==> src/sv/mtq_pkg.sv <==
// package: shared types, constants and state codes for the timer event queue
package mtq_pkg;

   localparam int MAX_TIMERS_DEF  = 16;
   localparam int EVENT_DEPTH_DEF = 16;
   localparam logic [15:0] SCALE_RESET = 16'd256;
   localparam logic [47:0] CNT_MAX = 48'hFFFF_FFFF_FFFF;

   typedef enum logic [1:0] {
      OP_TICK  = 2'd0,
      OP_ADD   = 2'd1,
      OP_POLL  = 2'd2,
      OP_CLEAR = 2'd3
   } op_type;

   typedef struct packed {
      op_type      operation;
      logic [31:0] delta_us;
      logic [31:0] timer_period;
      logic [7:0]  timer_id;
   } req_type;

   typedef struct packed {
      logic        event_valid;
      logic [7:0]  event_id;
      logic [47:0] real_time;
      logic [47:0] virtual_time;
      logic [31:0] real_delta;
      logic        timer_rejected;
      logic        events_dropped;
   } rsp_type;

   typedef enum logic [2:0] {
      ST_IDLE,
      ST_EXEC,
      ST_SCAN_RD,
      ST_DIV,
      ST_UPDATE,
      ST_DONE
   } state_type;

   // controller to datapath
   typedef struct packed {
      logic capture;   // latch request, start op
      logic exec;      // perform add/poll/clear/tick clock update
      logic scan_init; // reset scan index
      logic scan_rd;   // read table entry at scan index
      logic div_start; // start divider
      logic update;    // apply firing decision, advance index
      logic respond;   // drive response strobe
   } ctl_type;

   // datapath to controller
   typedef struct packed {
      logic is_tick;
      logic scan_more;
      logic div_done;
   } sts_type;

endpackage

==> src/sv/multi_timer_event_queue_core.sv <==
// top level: periodic timer table with event queue, command-style interface
//
// channel   ports                      handshake
// request   start, busy, req_data      start & !busy
// response  rsp_valid, rsp_data        one-cycle strobe, no back-pressure
// config    csr_valid, csr_ready, csr_data   valid & ready
//
// add, poll and clear pass from start through the exec and done states to rsp_valid.
// a tick also reads and divides every timer in use: the 48-step
// serial divider per table entry dominates.
// synchronous reset; time_scale resets to 1.0; tables need no clearing.
// csr_ready is high only while the block is idle.
module multi_timer_event_queue_core #(
   parameter int MAX_TIMERS  = mtq_pkg::MAX_TIMERS_DEF,
   parameter int EVENT_DEPTH = mtq_pkg::EVENT_DEPTH_DEF
) (
   input  logic             clock,
   input  logic             reset,
   input  logic             start,
   output logic             busy,
   input  mtq_pkg::req_type req_data,
   output logic             rsp_valid,
   output mtq_pkg::rsp_type rsp_data,
   input  logic             csr_valid,
   output logic             csr_ready,
   input  logic [15:0]      csr_data
);
   import mtq_pkg::*;

   ctl_type     ctl;
   sts_type     sts;
   logic        idle;
   logic [15:0] scale_ff;

   // time scale register
   always_ff @(posedge clock) begin
      if (reset) begin
         scale_ff <= SCALE_RESET;
      end else if (csr_valid && csr_ready) begin
         scale_ff <= csr_data;
      end
   end

   assign csr_ready = idle;
   assign rsp_valid = ctl.respond;

   mtq_ctrl u_ctrl (
      .clock (clock),
      .reset (reset),
      .start (start),
      .sts   (sts),
      .ctl   (ctl),
      .busy  (busy),
      .idle  (idle)
   );

   mtq_datapath #(
      .MAX_TIMERS  (MAX_TIMERS),
      .EVENT_DEPTH (EVENT_DEPTH)
   ) u_dp (
      .clock      (clock),
      .reset      (reset),
      .ctl        (ctl),
      .sts        (sts),
      .req        (req_data),
      .time_scale (scale_ff),
      .rsp_data   (rsp_data)
   );
endmodule

==> src/sv/mtq_div.sv <==
// module: restoring divider, 48 by 32 bit, one quotient bit per cycle
module mtq_div (
   input  logic        clock,
   input  logic        reset,
   input  logic        start,
   input  logic [47:0] dividend,
   input  logic [31:0] divisor,
   output logic        done,
   output logic [47:0] quotient,
   output logic        rem_nonzero
);
   import mtq_pkg::*;

   logic [47:0] quo_ff, quo_in;
   logic [32:0] rem_ff, rem_in;
   logic [31:0] dvs_ff, dvs_in;
   logic [5:0]  cnt_ff, cnt_in;
   logic        busy_ff, busy_in;
   logic        done_ff, done_in;
   logic [32:0] trial;
   logic [32:0] shifted;

   // one shift-subtract step
   always_comb begin
      shifted = {rem_ff[31:0], quo_ff[47]};
      trial   = shifted - {1'b0, dvs_ff};
      quo_in  = quo_ff;
      rem_in  = rem_ff;
      dvs_in  = dvs_ff;
      cnt_in  = cnt_ff;
      busy_in = busy_ff;
      done_in = 1'b0;
      if (start) begin
         quo_in  = dividend;
         rem_in  = '0;
         dvs_in  = divisor;
         cnt_in  = 6'd48;
         busy_in = 1'b1;
      end else if (busy_ff) begin
         if (!trial[32]) begin
            rem_in = trial;
            quo_in = {quo_ff[46:0], 1'b1};
         end else begin
            rem_in = shifted;
            quo_in = {quo_ff[46:0], 1'b0};
         end
         cnt_in = cnt_ff - 6'd1;
         if (cnt_ff == 6'd1) begin
            busy_in = 1'b0;
            done_in = 1'b1;
         end
      end
   end

   // control registers
   always_ff @(posedge clock) begin
      if (reset) begin
         busy_ff <= 1'b0;
         done_ff <= 1'b0;
         cnt_ff  <= '0;
      end else begin
         busy_ff <= busy_in;
         done_ff <= done_in;
         cnt_ff  <= cnt_in;
      end
   end

   // data registers
   always_ff @(posedge clock) begin
      quo_ff <= quo_in;
      rem_ff <= rem_in;
      dvs_ff <= dvs_in;
   end

   assign done        = done_ff;
   assign quotient    = quo_ff;
   assign rem_nonzero = (rem_ff != '0);
endmodule

==> src/sv/mtq_datapath.sv <==
// module: clocks, timer table, event fifo and scan datapath
module mtq_datapath #(
   parameter int MAX_TIMERS  = mtq_pkg::MAX_TIMERS_DEF,
   parameter int EVENT_DEPTH = mtq_pkg::EVENT_DEPTH_DEF
) (
   input  logic             clock,
   input  logic             reset,
   input  mtq_pkg::ctl_type ctl,
   output mtq_pkg::sts_type sts,
   input  mtq_pkg::req_type req,
   input  logic [15:0]      time_scale,
   output mtq_pkg::rsp_type rsp_data
);
   import mtq_pkg::*;

   localparam int TW = $clog2(MAX_TIMERS + 1);
   localparam int TI = (MAX_TIMERS > 1) ? $clog2(MAX_TIMERS) : 1;
   localparam int EW = $clog2(EVENT_DEPTH + 1);
   localparam int EI = $clog2(EVENT_DEPTH);

   // timer and event memories
   logic [31:0] period_mem [MAX_TIMERS];
   logic [7:0]  ident_mem  [MAX_TIMERS];
   logic [47:0] count_mem  [MAX_TIMERS];
   logic [7:0]  event_mem  [EVENT_DEPTH];

   req_type     req_ff;
   logic [47:0] real_ff;
   logic [55:0] virt_ff;
   logic [31:0] last_ff;
   logic [TW-1:0] used_ff;
   logic [EI-1:0] head_ff, tail_ff;
   logic [EW-1:0] fill_ff;
   logic [TW-1:0] idx_ff;
   logic [31:0] per_rd_ff;
   logic [7:0]  id_rd_ff;
   logic [47:0] cnt_rd_ff;
   logic        ev_valid_ff, rej_ff, drop_ff;
   logic [7:0]  ev_id_ff;
   logic [47:0] prod_ff;

   logic        div_done, rem_nz;
   logic [47:0] quo;
   logic        due;
   logic        push_ok;
   logic [TI-1:0] idx_sel;
   logic [TI-1:0] used_sel;

   assign idx_sel  = idx_ff[TI-1:0];
   assign used_sel = used_ff[TI-1:0];

   mtq_div u_div (
      .clock       (clock),
      .reset       (reset),
      .start       (ctl.div_start),
      .dividend    (real_ff),
      .divisor     (per_rd_ff),
      .done        (div_done),
      .quotient    (quo),
      .rem_nonzero (rem_nz)
   );

   assign due     = (quo > cnt_rd_ff) || ((quo == cnt_rd_ff) && rem_nz);
   assign push_ok = (fill_ff < EW'(EVENT_DEPTH));

   // control state: clocks, counts, pointers, result flags
   always_ff @(posedge clock) begin
      if (reset) begin
         real_ff     <= '0;
         virt_ff     <= '0;
         last_ff     <= '0;
         used_ff     <= '0;
         head_ff     <= '0;
         tail_ff     <= '0;
         fill_ff     <= '0;
         idx_ff      <= '0;
         ev_valid_ff <= 1'b0;
         ev_id_ff    <= '0;
         rej_ff      <= 1'b0;
         drop_ff     <= 1'b0;
         prod_ff     <= '0;
      end else begin
         if (ctl.capture) begin
            ev_valid_ff <= 1'b0;
            ev_id_ff    <= '0;
            rej_ff      <= 1'b0;
            drop_ff     <= 1'b0;
            prod_ff     <= 48'(req.delta_us) * 48'(time_scale);
         end
         if (ctl.exec) begin
            case (req_ff.operation)
               OP_TICK: begin
                  last_ff <= req_ff.delta_us;
                  real_ff <= real_ff + 48'(req_ff.delta_us);
                  virt_ff <= virt_ff + 56'(prod_ff);
               end
               OP_ADD: begin
                  if (req_ff.timer_period == '0 || used_ff >= TW'(MAX_TIMERS)) begin
                     rej_ff <= 1'b1;
                  end else begin
                     used_ff <= used_ff + TW'(1);
                  end
               end
               OP_POLL: begin
                  if (fill_ff != '0) begin
                     ev_valid_ff <= 1'b1;
                     ev_id_ff    <= event_mem[head_ff];
                     head_ff     <= (head_ff == EI'(EVENT_DEPTH - 1)) ? '0 : head_ff + EI'(1);
                     fill_ff     <= fill_ff - EW'(1);
                  end
               end
               default: begin
                  used_ff <= '0;
               end
            endcase
         end
         if (ctl.scan_init) begin
            idx_ff <= '0;
         end
         if (ctl.update) begin
            idx_ff <= idx_ff + TW'(1);
            if (due) begin
               if (push_ok) begin
                  tail_ff <= (tail_ff == EI'(EVENT_DEPTH - 1)) ? '0 : tail_ff + EI'(1);
                  fill_ff <= fill_ff + EW'(1);
               end else begin
                  drop_ff <= 1'b1;
               end
            end
         end
      end
   end

   // request latch and table read registers
   always_ff @(posedge clock) begin
      if (ctl.capture) begin
         req_ff <= req;
      end
      if (ctl.scan_rd) begin
         per_rd_ff <= period_mem[idx_sel];
         id_rd_ff  <= ident_mem[idx_sel];
         cnt_rd_ff <= count_mem[idx_sel];
      end
   end

   // table writes: add timer at fill slot, counter write back on firing
   always_ff @(posedge clock) begin
      if (ctl.exec && req_ff.operation == OP_ADD && req_ff.timer_period != '0
          && used_ff < TW'(MAX_TIMERS)) begin
         period_mem[used_sel] <= req_ff.timer_period;
         ident_mem[used_sel]  <= req_ff.timer_id;
         count_mem[used_sel]  <= '0;
      end else if (ctl.update && due) begin
         count_mem[idx_sel] <= (quo == CNT_MAX) ? CNT_MAX : quo + 48'd1;
      end
   end

   // event fifo write
   always_ff @(posedge clock) begin
      if (ctl.update && due && push_ok) begin
         event_mem[tail_ff] <= id_rd_ff;
      end
   end

   assign sts.is_tick   = (req_ff.operation == OP_TICK);
   assign sts.scan_more = (idx_ff < used_ff);
   assign sts.div_done  = div_done;

   assign rsp_data.event_valid    = ev_valid_ff;
   assign rsp_data.event_id       = ev_id_ff;
   assign rsp_data.real_time      = real_ff;
   assign rsp_data.virtual_time   = virt_ff[55:8];
   assign rsp_data.real_delta     = last_ff;
   assign rsp_data.timer_rejected = rej_ff;
   assign rsp_data.events_dropped = drop_ff;
endmodule

==> src/sv/mtq_ctrl.sv <==
// module: sequencing state machine for the timer event queue
module mtq_ctrl (
   input  logic             clock,
   input  logic             reset,
   input  logic             start,
   input  mtq_pkg::sts_type sts,
   output mtq_pkg::ctl_type ctl,
   output logic             busy,
   output logic             idle
);
   import mtq_pkg::*;

   state_type state_ff, state_in;

   // state register
   always_ff @(posedge clock) begin
      if (reset) begin
         state_ff <= ST_IDLE;
      end else begin
         state_ff <= state_in;
      end
   end

   // next state and commands
   always_comb begin
      state_in = state_ff;
      ctl      = '0;
      busy     = 1'b1;
      idle     = 1'b0;
      case (state_ff)
         ST_IDLE: begin
            busy = 1'b0;
            idle = !start;
            if (start) begin
               ctl.capture = 1'b1;
               state_in    = ST_EXEC;
            end
         end
         ST_EXEC: begin
            ctl.exec      = 1'b1;
            ctl.scan_init = 1'b1;
            state_in      = sts.is_tick ? ST_SCAN_RD : ST_DONE;
         end
         ST_SCAN_RD: begin
            if (sts.scan_more) begin
               ctl.scan_rd = 1'b1;
               state_in    = ST_DIV;
            end else begin
               state_in = ST_DONE;
            end
         end
         ST_DIV: begin
            ctl.div_start = 1'b1;
            state_in      = ST_UPDATE;
         end
         ST_UPDATE: begin
            if (sts.div_done) begin
               ctl.update = 1'b1;
               state_in   = ST_SCAN_RD;
            end
         end
         ST_DONE: begin
            ctl.respond = 1'b1;
            state_in    = ST_IDLE;
         end
         default: begin
            state_in = ST_IDLE;
         end
      endcase
   end
endmodule

==> config.mk <==
export PLATFORM = sky130hd
export DESIGN_NAME = multi_timer_event_queue_core
export DESIGN_NICKNAME = d
export VERILOG_FILES = /design/src/sv/mtq_pkg.sv /design/src/sv/multi_timer_event_queue_core.sv /design/src/sv/mtq_div.sv /design/src/sv/mtq_datapath.sv /design/src/sv/mtq_ctrl.sv
export SDC_FILE = /design/constraint.sdc
export NUM_CORES = 2
export LEC_CHECK = 0
export ABC_AREA = 0
export ABC_CLOCK_PERIOD_IN_PS = 20400
export BUFFER_PORTS_ARGS = -buffer_cell sky130_fd_sc_hd__buf_2
export CAP_MARGIN = 10
export CORE_UTILIZATION = 25
export CTS_CLUSTER_SIZE = 8
export DETAILED_ROUTE_END_ITERATION = 8
export GPL_ROUTABILITY_DRIVEN = 0
export GPL_TIMING_DRIVEN = 0
export PLACE_DENSITY = 0.47
export SLEW_MARGIN = 20
export SYNTH_ARGS = -nofsm -noshare
export SYNTH_HDL_FRONTEND = slang
export SYNTH_SLANG_ARGS = --single-unit
==> constraint.sdc <==
create_clock -name clock -period 20.4 [get_ports clock]
set_input_delay 4.08 -clock clock [delete_from_list [all_inputs] [get_ports clock]]
set_output_delay 4.08 -clock clock [all_outputs]
set_load 0.005 [all_outputs]
==> out/metrics.yaml <==
clock_network:
  path_clk_slew_ps: 60
  clockBufferDepth: 4
  cts-buffers-inserted: 299
  clock-sinks: 2060
  h-tree-depth: 5
  cts_tree: "yes"
  postCtsSetupBuffers: 0
  cts.repair.resized: 0
  postCtsHoldBufs: 0
  cts_root_buf: "clkbuf_16"
  clk_latency_ps: 1020
yosys:
  synth-warning-count: 0
  synth_enable_flop_cells: 1778
  synth-async-reset-ratio_pct: 0
  synth_ff_type: "edfxtp_1"
  synth_nets: 8563
  postSynthCellCount: 7748
  yosysUniqueCellTypes: 91
  ys_seq_area_share_pct: 57.6
  syn_area_per_cell_um2: 13.2
  syn-cell-area_um2: 103000
  ys_ff_latch: 2060
sta:
  finalHoldViolations: 0
  rsz0062_at_grt: "false"
  period_share_pct: 52.5
  setup_ws_ps: 9700
  tightest_slew_ps: 1180
  fin_crit_ps: 10700
  fmax_ghz: 0.0934
  tns_ps: 0
  slew_violations: 0
  fin_hold_ws_ps: 326
  setup_violations: 0
  finalClockSkew_ps: 223
  max-slew-margin-rel_pct: 21.1
power:
  leakage_nw: 42.9
  pwr-share-comb_pct: 25.1
  p_switching_mw: 4.13
  netSwitchingFraction_pct: 32.2
  p_int_mw: 8.70
  power.total_mw: 12.8
  ir_worst_vdd_mv: 0.0934
  p_per_area_nw_per_um2: 106
  seqPwrFrac_pct: 39.6
  clkPwrFrac_pct: 35.3
setup_path:
  critPathKind: "primary input to flop"
  slowest_stage: "clkbuf_1"
  path_cells: "buf_2 > clkbuf_1 > nand2_1 > fa_1 > inv_1 > fa_1 > fa_1 > fa_1 > fa_1 > inv_1 > fa_1 > inv_1 > ha_1 > clkbuf_1 > a21o_1 > a21o_1 > a21oi_1 > nand2_1 > a311o_1 > a311oi_2 > o221ai_2 > a31oi_1 > nor4_1 > a311o_1"
  worstSetupStartpointType: "primary input"
  slowest_delay_ps: 610
  critPathMaxFanout: 10
  cpMostUsedCell: "fa_1"
  regToRegEndpoint: "u_dp.prod_ff[42]"
  cp-end-kind: "flop"
  critPathBufInv: 6
  crit_arrival_ps: 11480
  crit_required_ps: 21180
  ff2ff_path_depth: 23
  r2r_setup_slack_ps: 12350
  cpLargestDelayFamily: "adder cells"
  r2r-start: "scale_ff[3]"
final_layout:
  syn2layout_area_growth_pct: 18.5
  fin_util_pct: 29.8
  final_cell_mix: "edfxtp_1, nand2_1, inv_1"
  final_common_cell: "edfxtp_1"
  fin_nets: 9223
  fillers: 40803
  drive_gt1_share_pct: 14.8
route:
  drt-pass1-iter-count: 8
  wl_um: 352000
  wl_per_cell_um: 25.3
  antenna_left: 0
  vias: 66515
  post-route-drc-count: 0
  drtIter0Drc: 5995
  routed_via_density: 4.77
worst_hold_path:
  min_path_cells: 0
  hold_end: "u_dp.u_div.dvs_ff[6]"
  hold_path_class: "flop to flop"
  hp-start: "u_dp.per_rd_ff[6]"
placement:
  port_buffers: 234
  dp_slack_ps: 8830
  hpwlAfterDp_um: 264000
die:
  fp-row-count: 234
  die_w_um: 642
  die_y_um: 642
  pin_count: 236
  start_util_pct: 25.2
  fp.coreArea_um2: 407000
  dieArea_um2: 413000
status:
  status: "finished clean"
grt:
  gr-usage-all-layers_pct: 16.6
  grt_max_degree: 49
  antenna_found_initial: 44
  grt_pass1_vias: 67559
  grt_pass1_wl_um: 496000
  overflow: 0
flow_run:
  maxCapViolCount: 0
-- logic make-up (layout without fill, tap and decap cells) --
family | after synthesis | in the layout | synth area share, %
AOI/OAI and AO/OA | 1343 | 1343 | 8.23
xor gates and xnor gates | 171 | 171 | 1.46
adders and majority gates | 721 | 721 | 11.9
buffers and inverters | 1034 | 1775 | 4.02
DFF | 2060 | 2060 | 57.6
muxes | 611 | 611 | 8.72
other | 0 | 15 | 0
and+or+nand+nor | 1808 | 1808 | 8.13
-- worst max path at each step --
stage / end / start / slack, ps / cells after the start
after floorplan: u_dp.prod_ff[41] / req_data[55] / 10370 / 23
after global placement: u_dp.count_mem[1][32] / u_dp.idx_ff[0] / 3060 / 6
after detailed placement: u_dp.prod_ff[42] / req_data[52] / 8830 / 24
after CTS: u_dp.prod_ff[42] / req_data[52] / 9770 / 24
after global routing: u_dp.prod_ff[47] / req_data[49] / 9420 / 24
final: u_dp.prod_ff[42] / req_data[52] / 9700 / 24
-- sequential cells by signal (all words and copies together), names as in the netlist, 33 cells and up, named ones only --
name                 flops
u_dp.cnt_rd_ff          48
u_dp.count_mem         768
u_dp.event_mem         128
u_dp.ident_mem         128
u_dp.period_mem        512
u_dp.prod_ff            48
u_dp.real_ff            48
u_dp.req_ff             74
u_dp.u_div.quotient     48
u_dp.u_div.rem_ff       33
u_dp.virt_ff            56
-- routing by layer --
| metal | part of all wire, % | global-route usage, % | up-vias | routed length [um] |
|---|---|---|---|---|
| met5 | 0.0031 | 0 | - | 11 |
| met4 | 3.4 | 5.34 | 2 | 12100 |
| met3 | 5.9 | 2.48 | 517 | 20700 |
| met2 | 49 | 28.5 | 2213 | 173000 |
| met1 | 41 | 21.3 | 34398 | 146000 |
| li1 | - | - | 29385 | - |
-- Yosys cell counts, types with 44 or more instances --
cell | n | area, um^2
a221oi_1 | 92 | 806
nand3_1 | 105 | 526
nor2_1 | 190 | 713
buf_1 | 47 | 176
mux2_2 | 99 | 1110
o21ai_0 | 307 | 1540
nand2_1 | 959 | 3600
xnor2_1 | 92 | 806
ha_1 | 300 | 3750
dfxtp_1 | 282 | 5650
fa_1 | 421 | 8430
buf_4 | 51 | 383
a211oi_1 | 44 | 330
xor2_1 | 79 | 692
mux2i_1 | 295 | 2950
nand4_1 | 54 | 338
a21oi_1 | 462 | 2310
inv_1 | 590 | 2210
a22oi_1 | 90 | 676
edfxtp_1 | 1778 | 53400
clkbuf_1 | 318 | 1190
nor3_1 | 53 | 265
mux4_2 | 216 | 4860
and2_1 | 240 | 1500
a21o_1 | 116 | 871
-- power groups by stage --
stage / sequential (mW) / combinational, mW / clock, mW
floorplan: 5.01 / 2.21 / 0
global placement: 5.16 / 3.19 / 0
detailed placement: 5.15 / 3.23 / 0
CTS: 5.07 / 3.25 / 4.63
global route: 5.09 / 3.58 / 4.78
finish: 5.08 / 3.22 / 4.53
-- worst register-to-register path, cell delays in order (launching register included) --
cell	delay, ps
dfxtp_1	670
clkbuf_1	720
nand2_1	170
fa_1	510
fa_1	530
fa_1	510
inv_1	50
fa_1	520
fa_1	510
inv_1	50
fa_1	480
inv_1	100
ha_1	280
clkbuf_1	190
a21o_1	190
a21o_1	170
a21oi_1	230
nand2_1	160
a311o_1	430
a311oi_2	390
o221ai_2	210
a31oi_1	340
nor4_1	80
a311o_1	340
-- area by class of cell --
cell class | instances | area (um^2) | area share, %
diodes | 15 | 37.5 | 0.0309
plain buffers | 444 | 1960 | 1.61
clock buffers | 359 | 7850 | 6.46
clock inverters | 23 | 460 | 0.379
inverters | 590 | 2210 | 1.82
multi-input cells | 4654 | 39900 | 32.9
flip-flops and latches | 2060 | 59000 | 48.6
well taps | 5428 | 6790 | 5.59
repair buffers | 359 | 3230 | 2.66
-- per-stage QoR --
step | instance area [um^2] | cells
2_1_floorplan | 103000 | 7748
3_3_place_gp | 111000 | 13410
3_5_place_dp | 113000 | 13533
4_1_cts | 121000 | 13915
5_1_grt | 121000 | 13918
6_report | 121000 | 13932
No activity file was read; power rests on OpenSTA's default activity.
